`src/rtl/core/assert_macros.svh`:
```
// Assertion macros for the login frame builder RTL.
// No dependencies; included inside lfb_frame_seq, which checks its own logic.
`ifndef ASSERT_MACROS_SVH
`define ASSERT_MACROS_SVH

// Same-cycle implication, checked on clk with rst_n low masking the check.
`define LFB_ASSERT_IMPL(label, ante, cons) \
  label: assert property (@(posedge clk) disable iff (!rst_n) (ante) |-> (cons)) \
    else $error("login frame builder: same-cycle check failed");

// Next-cycle implication, checked on clk with rst_n low masking the check.
`define LFB_ASSERT_NEXT(label, ante, cons) \
  label: assert property (@(posedge clk) disable iff (!rst_n) (ante) |=> (cons)) \
    else $error("login frame builder: next-cycle check failed");

`endif

```
`src/rtl/core/lfb_pkg.sv`:
```
// Types, frame layout constants and CRC byte-step functions for the login frame builder.
// No dependencies; imported by every lfb module and the top level.
package lfb_pkg;

  localparam int unsigned FRAME_LEN = 27;
  localparam int unsigned POS_W     = 5;

  typedef logic [POS_W-1:0] pos_t;
  typedef logic [7:0]       byte_t;
  typedef logic [15:0]      crc_t;

  // One beat of the result channel
  typedef struct packed {
    byte_t data;
    logic  last;
  } beat_t;

  // Byte positions inside the frame
  localparam pos_t POS_REQ_A      = pos_t'(5);   // request bytes 0..6
  localparam pos_t POS_HB0        = pos_t'(12);
  localparam pos_t POS_REQ_B      = pos_t'(13);  // request bytes 7..13
  localparam pos_t POS_HB1        = pos_t'(20);
  localparam pos_t POS_RCRC_LO    = pos_t'(21);
  localparam pos_t POS_RCRC_HI    = pos_t'(22);
  localparam pos_t POS_HB2        = pos_t'(23);
  localparam pos_t POS_FCRC_LO    = pos_t'(24);
  localparam pos_t POS_FCRC_HI    = pos_t'(25);
  localparam pos_t POS_END        = pos_t'(26);
  localparam pos_t POS_FCRC_FIRST = pos_t'(3);
  localparam pos_t POS_RCRC_FIRST = pos_t'(8);   // request byte 3

  localparam int unsigned HDR_LEN = 5;
  localparam byte_t HDR_BYTES [HDR_LEN] = '{8'h02, 8'hAA, 8'hAA, 8'h86, 8'h81};

  localparam int unsigned REQ_RAW_LEN = 14;
  localparam byte_t REQ_TPL [REQ_RAW_LEN] = '{
    8'h0F, 8'h00, 8'h00, 8'hFD, 8'h00, 8'h00, 8'h00,
    8'h00, 8'h25, 8'h12, 8'h10, 8'h00, 8'h00, 8'h04
  };

  localparam byte_t BIT7_MASK  = 8'h80;
  localparam byte_t END_BYTE   = 8'h03;
  localparam crc_t  RCRC_INIT  = 16'hFFFF;
  localparam crc_t  RCRC_POLY  = 16'hA001;
  localparam crc_t  FCRC_INIT  = 16'h0000;
  localparam crc_t  FCRC_POLY  = 16'h1021;
  localparam crc_t  FCRC_OR    = 16'h8080;

  // Raw request byte (before bit 7 is forced) for request index 0..13
  function automatic byte_t req_byte(input logic [3:0] idx, input logic [31:0] id);
    byte_t b;
    b = 8'h00;
    if (idx < 4'(REQ_RAW_LEN)) begin
      b = REQ_TPL[idx];
    end
    unique case (idx)
      4'd4:    b = id[31:24];
      4'd5:    b = id[23:16];
      4'd6:    b = id[15:8];
      4'd7:    b = id[7:0];
      default: b = b;
    endcase
    return b;
  endfunction

  // Reflected CRC-16, one byte, LSB first
  function automatic crc_t crc_refl_byte(input crc_t crc_in, input byte_t b);
    crc_t c;
    c = crc_in ^ {8'h00, b};
    for (int k = 0; k < 8; k++) begin
      if (c[0]) c = (c >> 1) ^ RCRC_POLY;
      else      c = c >> 1;
    end
    return c;
  endfunction

  // MSB-first CRC-16, one byte
  function automatic crc_t crc_msb_byte(input crc_t crc_in, input byte_t b);
    crc_t c;
    c = crc_in ^ {b, 8'h00};
    for (int k = 0; k < 8; k++) begin
      if (c[15]) c = (c << 1) ^ FCRC_POLY;
      else       c = c << 1;
    end
    return c;
  endfunction

endpackage

```
`src/rtl/core/lfb_in_reg.sv`:
```
// Input holding register: parks one device id until the frame sequencer takes it.
// Depends on lfb_pkg.
module lfb_in_reg
  import lfb_pkg::*;
(
  input  logic        clk,
  input  logic        rst_n,
  input  logic        in_valid,
  output logic        in_stall,
  input  logic [31:0] in_device_id,
  input  logic        take,
  output logic        id_vld,
  output logic [31:0] id
);

  logic        vld_r, vld_nxt;
  logic [31:0] id_r;
  logic        accept;

  // Stall while the held id has not been taken
  assign in_stall = vld_r && !take;
  assign accept   = in_valid && !in_stall;
  assign vld_nxt  = accept || (vld_r && !take);

  always_ff @(posedge clk) begin
    if (!rst_n) begin
      vld_r <= 1'b0;
    end else begin
      vld_r <= vld_nxt;
    end
  end

  // Capture the id on an accepted beat
  always_ff @(posedge clk) begin
    if (accept) begin
      id_r <= in_device_id;
    end
  end

  assign id_vld = vld_r;
  assign id     = id_r;

endmodule

```
`src/rtl/core/lfb_frame_seq.sv`:
```
// Frame sequencer: walks the 27 frame positions, packs request bytes and runs both CRCs.
// Depends on lfb_pkg and assert_macros.svh.
module lfb_frame_seq
  import lfb_pkg::*;
(
  input  logic        clk,
  input  logic        rst_n,
  input  logic        id_vld,
  input  logic [31:0] id,
  output logic        take,
  input  logic        ready,
  output logic        beat_vld,
  output beat_t       beat
);

  logic        busy_r;
  pos_t        cnt_r;
  logic [31:0] id_r;
  crc_t        rcrc_r, rcrc_nxt;
  crc_t        fcrc_r, fcrc_nxt;
  logic [6:0]  hb_r, hb_nxt;
  logic        adv;
  logic        load;
  byte_t       raw;
  byte_t       obyte;
  logic        is_req;
  logic        is_hb;
  logic        upd_r;
  logic        upd_f;
  logic        is_last;

  assign adv  = busy_r && ready;
  assign load = id_vld && (!busy_r || (adv && is_last));
  assign take = load;

  // Select the byte for the current position
  always_comb begin
    raw     = 8'h00;
    obyte   = 8'h00;
    is_req  = 1'b0;
    is_hb   = 1'b0;
    upd_r   = 1'b0;
    is_last = 1'b0;
    priority if (cnt_r < POS_REQ_A) begin
      obyte = HDR_BYTES[cnt_r[2:0]];
    end else if (cnt_r < POS_HB0) begin
      raw    = req_byte(4'(cnt_r - POS_REQ_A), id_r);
      is_req = 1'b1;
      upd_r  = (cnt_r >= POS_RCRC_FIRST);
    end else if (cnt_r == POS_HB0 || cnt_r == POS_HB1) begin
      obyte = BIT7_MASK | {1'b0, hb_r};
      is_hb = 1'b1;
    end else if (cnt_r < POS_HB1) begin
      raw    = req_byte(4'(cnt_r - POS_REQ_B + pos_t'(7)), id_r);
      is_req = 1'b1;
      upd_r  = 1'b1;
    end else if (cnt_r == POS_RCRC_LO) begin
      raw    = rcrc_r[7:0];
      is_req = 1'b1;
    end else if (cnt_r == POS_RCRC_HI) begin
      raw    = rcrc_r[15:8];
      is_req = 1'b1;
    end else if (cnt_r == POS_HB2) begin
      // two leftover bits, left-aligned to bit 6
      obyte = {1'b1, hb_r[1:0], 5'b0};
      is_hb = 1'b1;
    end else if (cnt_r == POS_FCRC_LO) begin
      obyte = fcrc_r[7:0] | FCRC_OR[7:0];
    end else if (cnt_r == POS_FCRC_HI) begin
      obyte = fcrc_r[15:8] | FCRC_OR[15:8];
    end else begin
      obyte   = END_BYTE;
      is_last = 1'b1;
    end
    if (is_req) begin
      obyte = raw | BIT7_MASK;
    end
  end

  assign upd_f = (cnt_r >= POS_FCRC_FIRST) && (cnt_r <= POS_HB2);

  // Next values of the CRCs and the collected high bits
  always_comb begin
    rcrc_nxt = upd_r ? crc_refl_byte(rcrc_r, raw) : rcrc_r;
    fcrc_nxt = upd_f ? crc_msb_byte(fcrc_r, obyte) : fcrc_r;
    hb_nxt   = hb_r;
    if (is_req) begin
      hb_nxt = {hb_r[5:0], raw[7]};
    end else if (is_hb) begin
      hb_nxt = '0;
    end
  end

  // Control: busy flag and position counter
  always_ff @(posedge clk) begin
    if (!rst_n) begin
      busy_r <= 1'b0;
      cnt_r  <= '0;
    end else begin
      if (load) begin
        busy_r <= 1'b1;
        cnt_r  <= '0;
      end else if (adv) begin
        if (is_last) begin
          busy_r <= 1'b0;
        end
        cnt_r <= cnt_r + pos_t'(1);
      end
    end
  end

  // Working registers: restart on load, advance with each beat
  always_ff @(posedge clk) begin
    if (load) begin
      id_r   <= id;
      rcrc_r <= RCRC_INIT;
      fcrc_r <= FCRC_INIT;
      hb_r   <= '0;
    end else if (adv) begin
      rcrc_r <= rcrc_nxt;
      fcrc_r <= fcrc_nxt;
      hb_r   <= hb_nxt;
    end
  end

  assign beat_vld  = busy_r;
  assign beat.data = obyte;
  assign beat.last = is_last;

`include "assert_macros.svh"

  `LFB_ASSERT_IMPL(a_cnt_range, busy_r, cnt_r <= POS_END)
  `LFB_ASSERT_NEXT(a_cnt_hold, busy_r && !ready && !load, $stable(cnt_r) && busy_r)
  `LFB_ASSERT_NEXT(a_frame_done, adv && is_last && !load, !busy_r)

endmodule

```
`src/rtl/core/lfb_out_reg.sv`:
```
// Result register: holds one frame beat for the output channel.
// Depends on lfb_pkg.
module lfb_out_reg
  import lfb_pkg::*;
(
  input  logic       clk,
  input  logic       rst_n,
  input  logic       beat_vld,
  input  beat_t      beat,
  output logic       ready,
  output logic       out_valid,
  input  logic       out_stall,
  output logic [7:0] out_frame_byte,
  output logic       out_last_byte
);

  logic  vld_r;
  beat_t beat_r;

  // Load when empty or when the held beat leaves
  assign ready = !vld_r || !out_stall;

  always_ff @(posedge clk) begin
    if (!rst_n) begin
      vld_r <= 1'b0;
    end else if (ready) begin
      vld_r <= beat_vld;
    end
  end

  always_ff @(posedge clk) begin
    if (ready && beat_vld) begin
      beat_r <= beat;
    end
  end

  assign out_valid      = vld_r;
  assign out_frame_byte = beat_r.data;
  assign out_last_byte  = beat_r.last;

endmodule

```
`src/rtl/core/login_frame_builder_unit.sv`:
```
// Login frame builder: one 32-bit device id in, 27 frame bytes out, one beat per cycle
// while out_stall is low. While a frame is being built, the next id waits in the input
// register and its frame follows the end byte with no gap.
// Reset (rst_n low, synchronous) empties the input, sequencer and output registers.
module login_frame_builder_unit
  import lfb_pkg::*;
(
  input  logic        clk,
  input  logic        rst_n,
  input  logic        in_valid,
  output logic        in_stall,
  input  logic [31:0] in_device_id,
  output logic        out_valid,
  input  logic        out_stall,
  output logic [7:0]  out_frame_byte,
  output logic        out_last_byte
);

  logic        id_vld;
  logic [31:0] id;
  logic        take;
  logic        ready;
  logic        beat_vld;
  beat_t       beat;

  lfb_in_reg u_in_reg (
    .clk          (clk),
    .rst_n        (rst_n),
    .in_valid     (in_valid),
    .in_stall     (in_stall),
    .in_device_id (in_device_id),
    .take         (take),
    .id_vld       (id_vld),
    .id           (id)
  );

  lfb_frame_seq u_frame_seq (
    .clk      (clk),
    .rst_n    (rst_n),
    .id_vld   (id_vld),
    .id       (id),
    .take     (take),
    .ready    (ready),
    .beat_vld (beat_vld),
    .beat     (beat)
  );

  lfb_out_reg u_out_reg (
    .clk            (clk),
    .rst_n          (rst_n),
    .beat_vld       (beat_vld),
    .beat           (beat),
    .ready          (ready),
    .out_valid      (out_valid),
    .out_stall      (out_stall),
    .out_frame_byte (out_frame_byte),
    .out_last_byte  (out_last_byte)
  );

endmodule

```
`config.mk`:
```
export PLATFORM = sky130hd
export DESIGN_NAME = login_frame_builder_unit
export DESIGN_NICKNAME = d
export VERILOG_FILES = /design/src/rtl/core/lfb_pkg.sv /design/src/rtl/core/lfb_in_reg.sv /design/src/rtl/core/lfb_frame_seq.sv /design/src/rtl/core/lfb_out_reg.sv /design/src/rtl/core/login_frame_builder_unit.sv
export VERILOG_INCLUDE_DIRS = /design/src /design/src/rtl/core
export SDC_FILE = /design/constraint.sdc
export NUM_CORES = 1
export LEC_CHECK = 0
export BUFFER_PORTS_ARGS = -buffer_cell sky130_fd_sc_hd__buf_4
export CAP_MARGIN = 20
export CORE_UTILIZATION = 40
export CTS_CLUSTER_SIZE = 8
export DETAILED_ROUTE_END_ITERATION = 10
export SETUP_SLACK_MARGIN = 0.1
export SLEW_MARGIN = 40
export SYNTH_ARGS = -nofsm -noshare
export SYNTH_HDL_FRONTEND = slang
export SYNTH_HIERARCHICAL = 1
export SYNTH_SLANG_ARGS = --single-unit
```
`constraint.sdc`:
```
create_clock -name clk -period 5.3 [get_ports clk]
set_input_delay 1.06 -clock clk [delete_from_list [all_inputs] [get_ports clk]]
set_output_delay 1.06 -clock clk [all_outputs]
set_load 0.1 [all_outputs]
```
==> key figures <==
Run status
  • Outcome: finished clean

Timing
  • Setup TNS: 0 ns
  • Final Hold Vio Count: 0
  • Fin crit share: 0.8854
  • Pins Over Slew Limit: 0
  • RSZ-0062 raised after global routing: false
  • Worst Clk Skew: 0.01805 ns
  • Final critical-path required period: 4.693 ns
  • Worst-Margin Slew: 0.7353 ns
  • Setup violators final: 0
  • Worst slew margin: 0.5069
  • Achievable Freq: 213.1 MHz

Synthesis
  • Top_reg_cell synth: edfxtp_1
  • Yosys top cell by area: edfxtp_1
  • Async S/R FF share, synth: 0
  • Post-Syn Nets: 655
  • Synth Cell Area: 6648 sq um
  • Synth Instances: 609
  • Ranking of synthesized cells by area: edfxtp_1 33%, dfxtp_1 14%, nand2_1 3.7%
  • Post-synthesis cell type count: 81
  • Ys Warns: 6
  • Top cell type's share of synthesized area: 0.3298
  • Avg Cell Area, Syn: 10.92 sq um
  • Post-synth EDFFs: 73
  • Sequential fraction of the synthesis area: 0.4713
  • #FFs+latches synth: 120

CTS
  • # hold bufs at CTS: 0
  • Clock Path Buffers: 2
  • Htree depth: 4
  • Worst-Skew Late Latency: 0.42 ns
  • Sink Count: 120
  • CTS tree: yes
  • Postcts setup bufs: 0
  • Root Buffer: clkbuf_16
  • Cts bufs inserted: 17
  • Clock transition at the registers of the reported paths: 0.06 ns
  • CTS resizes: 0

Worst setup path
  • CP Launch Type: flop
  • Critical Path Fanout Max: 18
  • Data arrival, critical path: 3.63 ns
  • Data required, critical path: 4.24 ns
  • CP endpoint kind: primary output
  • Critical path class: reg -> out

Power
  • Pleak: 0.002864 uW
  • Pwr Density: 313.3 nW/um^2
  • Worst vdd ir: 0.3063 mV

Global route
  • Total gr overflow: 0
  • Largest net degree at the start of global routing: 56
  • Initial antenna violation count: 0
  • First-pass GRT wire length: 25,360 microns
  • All-Layer GR Usage: 0.1996
  • Number of global-route vias before repair: 4,876

Run
  • MaxCap Viol Count: 0

Placed design
  • Buffers on Ports: 46
  • HPWL Detailed: 11,210 microns
  • Placed cells: 843
  • GPL Wtd Cong: 0.9088

Route
  • Post-Route WL: 15,450 microns
  • Drt wl/cell: 17.65 microns
  • Routed vias/inst: 5.731
  • Via Count: 5,015
  • ANT nets after route: 0
  • DRT iter0 DRCs: 378
  • DRT Pass-1 Iters: 6
  • Remaining DRCs: 0

Cells and area
  • Nets: 692
  • Diodes inserted: 0
  • Final Non-Filler Cells: 875
  • Layout cells sized above 1: 0.1882
  • Area Overhead vs Synth: 15.51%

Floorplan
  • Die Span X: 130.9 microns
  • Die height: 130.9 microns
  • Die area: 17,140 sq um
  • Initial Utilization: 0.4140
  • I/O pin count: 47
  • Core Region: 16,060 sq um
  • FP Rows: 46

Min path
  • Hold crit path type: reg -> reg
Yosys cell counts, drive strengths merged (11+ instances only):
cell    instances
nand3          21
xnor2          18
nor2           35
nand2          65
buf            31
o211ai         11
a21oi          28
edfxtp         73
xor2           14
mux2i          19
dfxtp          47
nand3b         13
a22oi          24
inv            13
o21ai          17
routing by layer:
metal | GRT usage | part of all wire | vias up
met4 | 0.08587 | 0.024 | 0
met3 | 0.05252 | 0.057 | 27
li1 | - | - | 2381
met5 | 0 | 0 | -
met1 | 0.2370 | 0.42 | 2415
met2 | 0.3408 | 0.50 | 192
logic make-up (layout without fill, tap and decap cells):
group           count (synthesis)  count (layout)  synth area share
compound gates                155             155            0.1775
flops                         120             120            0.4713
mux                            22              22           0.03369
xor+xnor                       46              46           0.09655
simple gates                  202             202            0.1609
fa+ha+maj                      10              10           0.01882
buf+inv                        54             104           0.04122
power breakdown:
| part | total (uW) | leakage (uW) | internal (uW) | switching (uW) |
|---|---|---|---|---|
| logic | 317 | 0.00155 | 128 | 189 |
| clock network | 1020 | 0.000239 | 593 | 424 |
| registers | 1070 | 0.00107 | 1050 | 26.4 |
sequential cells by signal, indices dropped and copies added, names as in the netlist:
| register | flops |
|---|---|
| u_frame_seq/fcrc_r | 16 |
| u_frame_seq/id_r | 32 |
| u_out_reg/out_last_byte | 1 |
| u_in_reg/id | 32 |
| u_frame_seq/rcrc_r | 16 |
| u_in_reg/id_vld | 1 |
| u_frame_seq/beat_vld | 1 |
| u_out_reg/out_valid | 1 |
| u_out_reg/out_frame_byte | 8 |
| u_frame_seq/cnt_r | 5 |
| u_frame_seq/hb_r | 7 |
cell type report:
cell class | instances | area [sq um]
clock buffer | 17 | 425.4
clock inverter | 15 | 105.1
timing repair buffer | 59 | 442.9
inverter | 13 | 48.80
fill | 1481 | 8379
multi-input combinational | 435 | 3253
tap | 216 | 270.3
sequential | 120 | 3133
critical path, cell delays in order, from the launching register on:
cell and delay, ns:
dfxtp_1 0.46, inv_1 0.22, ha_1 0.63, nand3b_1 0.22
a21oi_4 0.40, a211oi_1 0.13, nand2_1 0.09, nand2_1 0.06
nand2_1 0.44, inv_2 0.11, nor2b_4 0.16, buf_4 0.30
path summary, 6_finish.rpt:
kind	slack [ns]	from	end	cells past startpoint
worst max-delay path	0.61	u_frame_seq/cnt_r[0]$_SDFFE_PP0P_	in_stall	11
worst min-delay path	0.41	u_in_reg/id[26]$_DFFE_PP_	u_frame_seq/id_r[26]$_DFFE_PP_	0
worst max register to register	0.80	u_frame_seq/cnt_r[0]$_SDFFE_PP0P_	u_frame_seq/fcrc_r[12]$_SDFFE_PP0P_	11
worst min register to register	0.41	u_in_reg/id[26]$_DFFE_PP_	u_frame_seq/id_r[26]$_DFFE_PP_	0
per-stage QoR:
stage	power [uW]	instance area, sq um	setup slack [ns]	hold WS, ns	utilization
after floorplan	1319	6650	0.1084	0.4003	-
after global placement	1401	7144	1.100	0.4029	0.4449
after detailed placement	1408	7148	0.9170	0.4052	0.4451
after CTS	2428	7679	0.5869	0.4187	0.4782
after global routing	2503	7679	0.2765	0.4222	0.4782
final	2406	7679	0.6072	0.4133	0.4782
cell usage in the layout (no fill, tap or decap), types with 5 or more instances in the layout:
cell	n
a211oi_1	10
a21oi_1	26
a222oi_1	7
a22oi_1	24
a31oi_1	5
and2_1	6
and3_1	8
buf_4	59
clkbuf_16	17
clkinvlp_4	7
dfxtp_1	47
edfxtp_1	73
ha_1	9
inv_1	11
mux2i_1	19
nand2_1	65
nand2b_1	6
nand3_1	21
nand3b_1	13
nor2_1	35
nor2b_1	7
nor3_1	8
nor4_1	6
o211ai_1	11
o21a_1	5
o21ai_0	12
o21ai_1	5
xnor2_1	16
xnor3_1	8
xor2_1	11
Power figures use the tool's default switching activity.
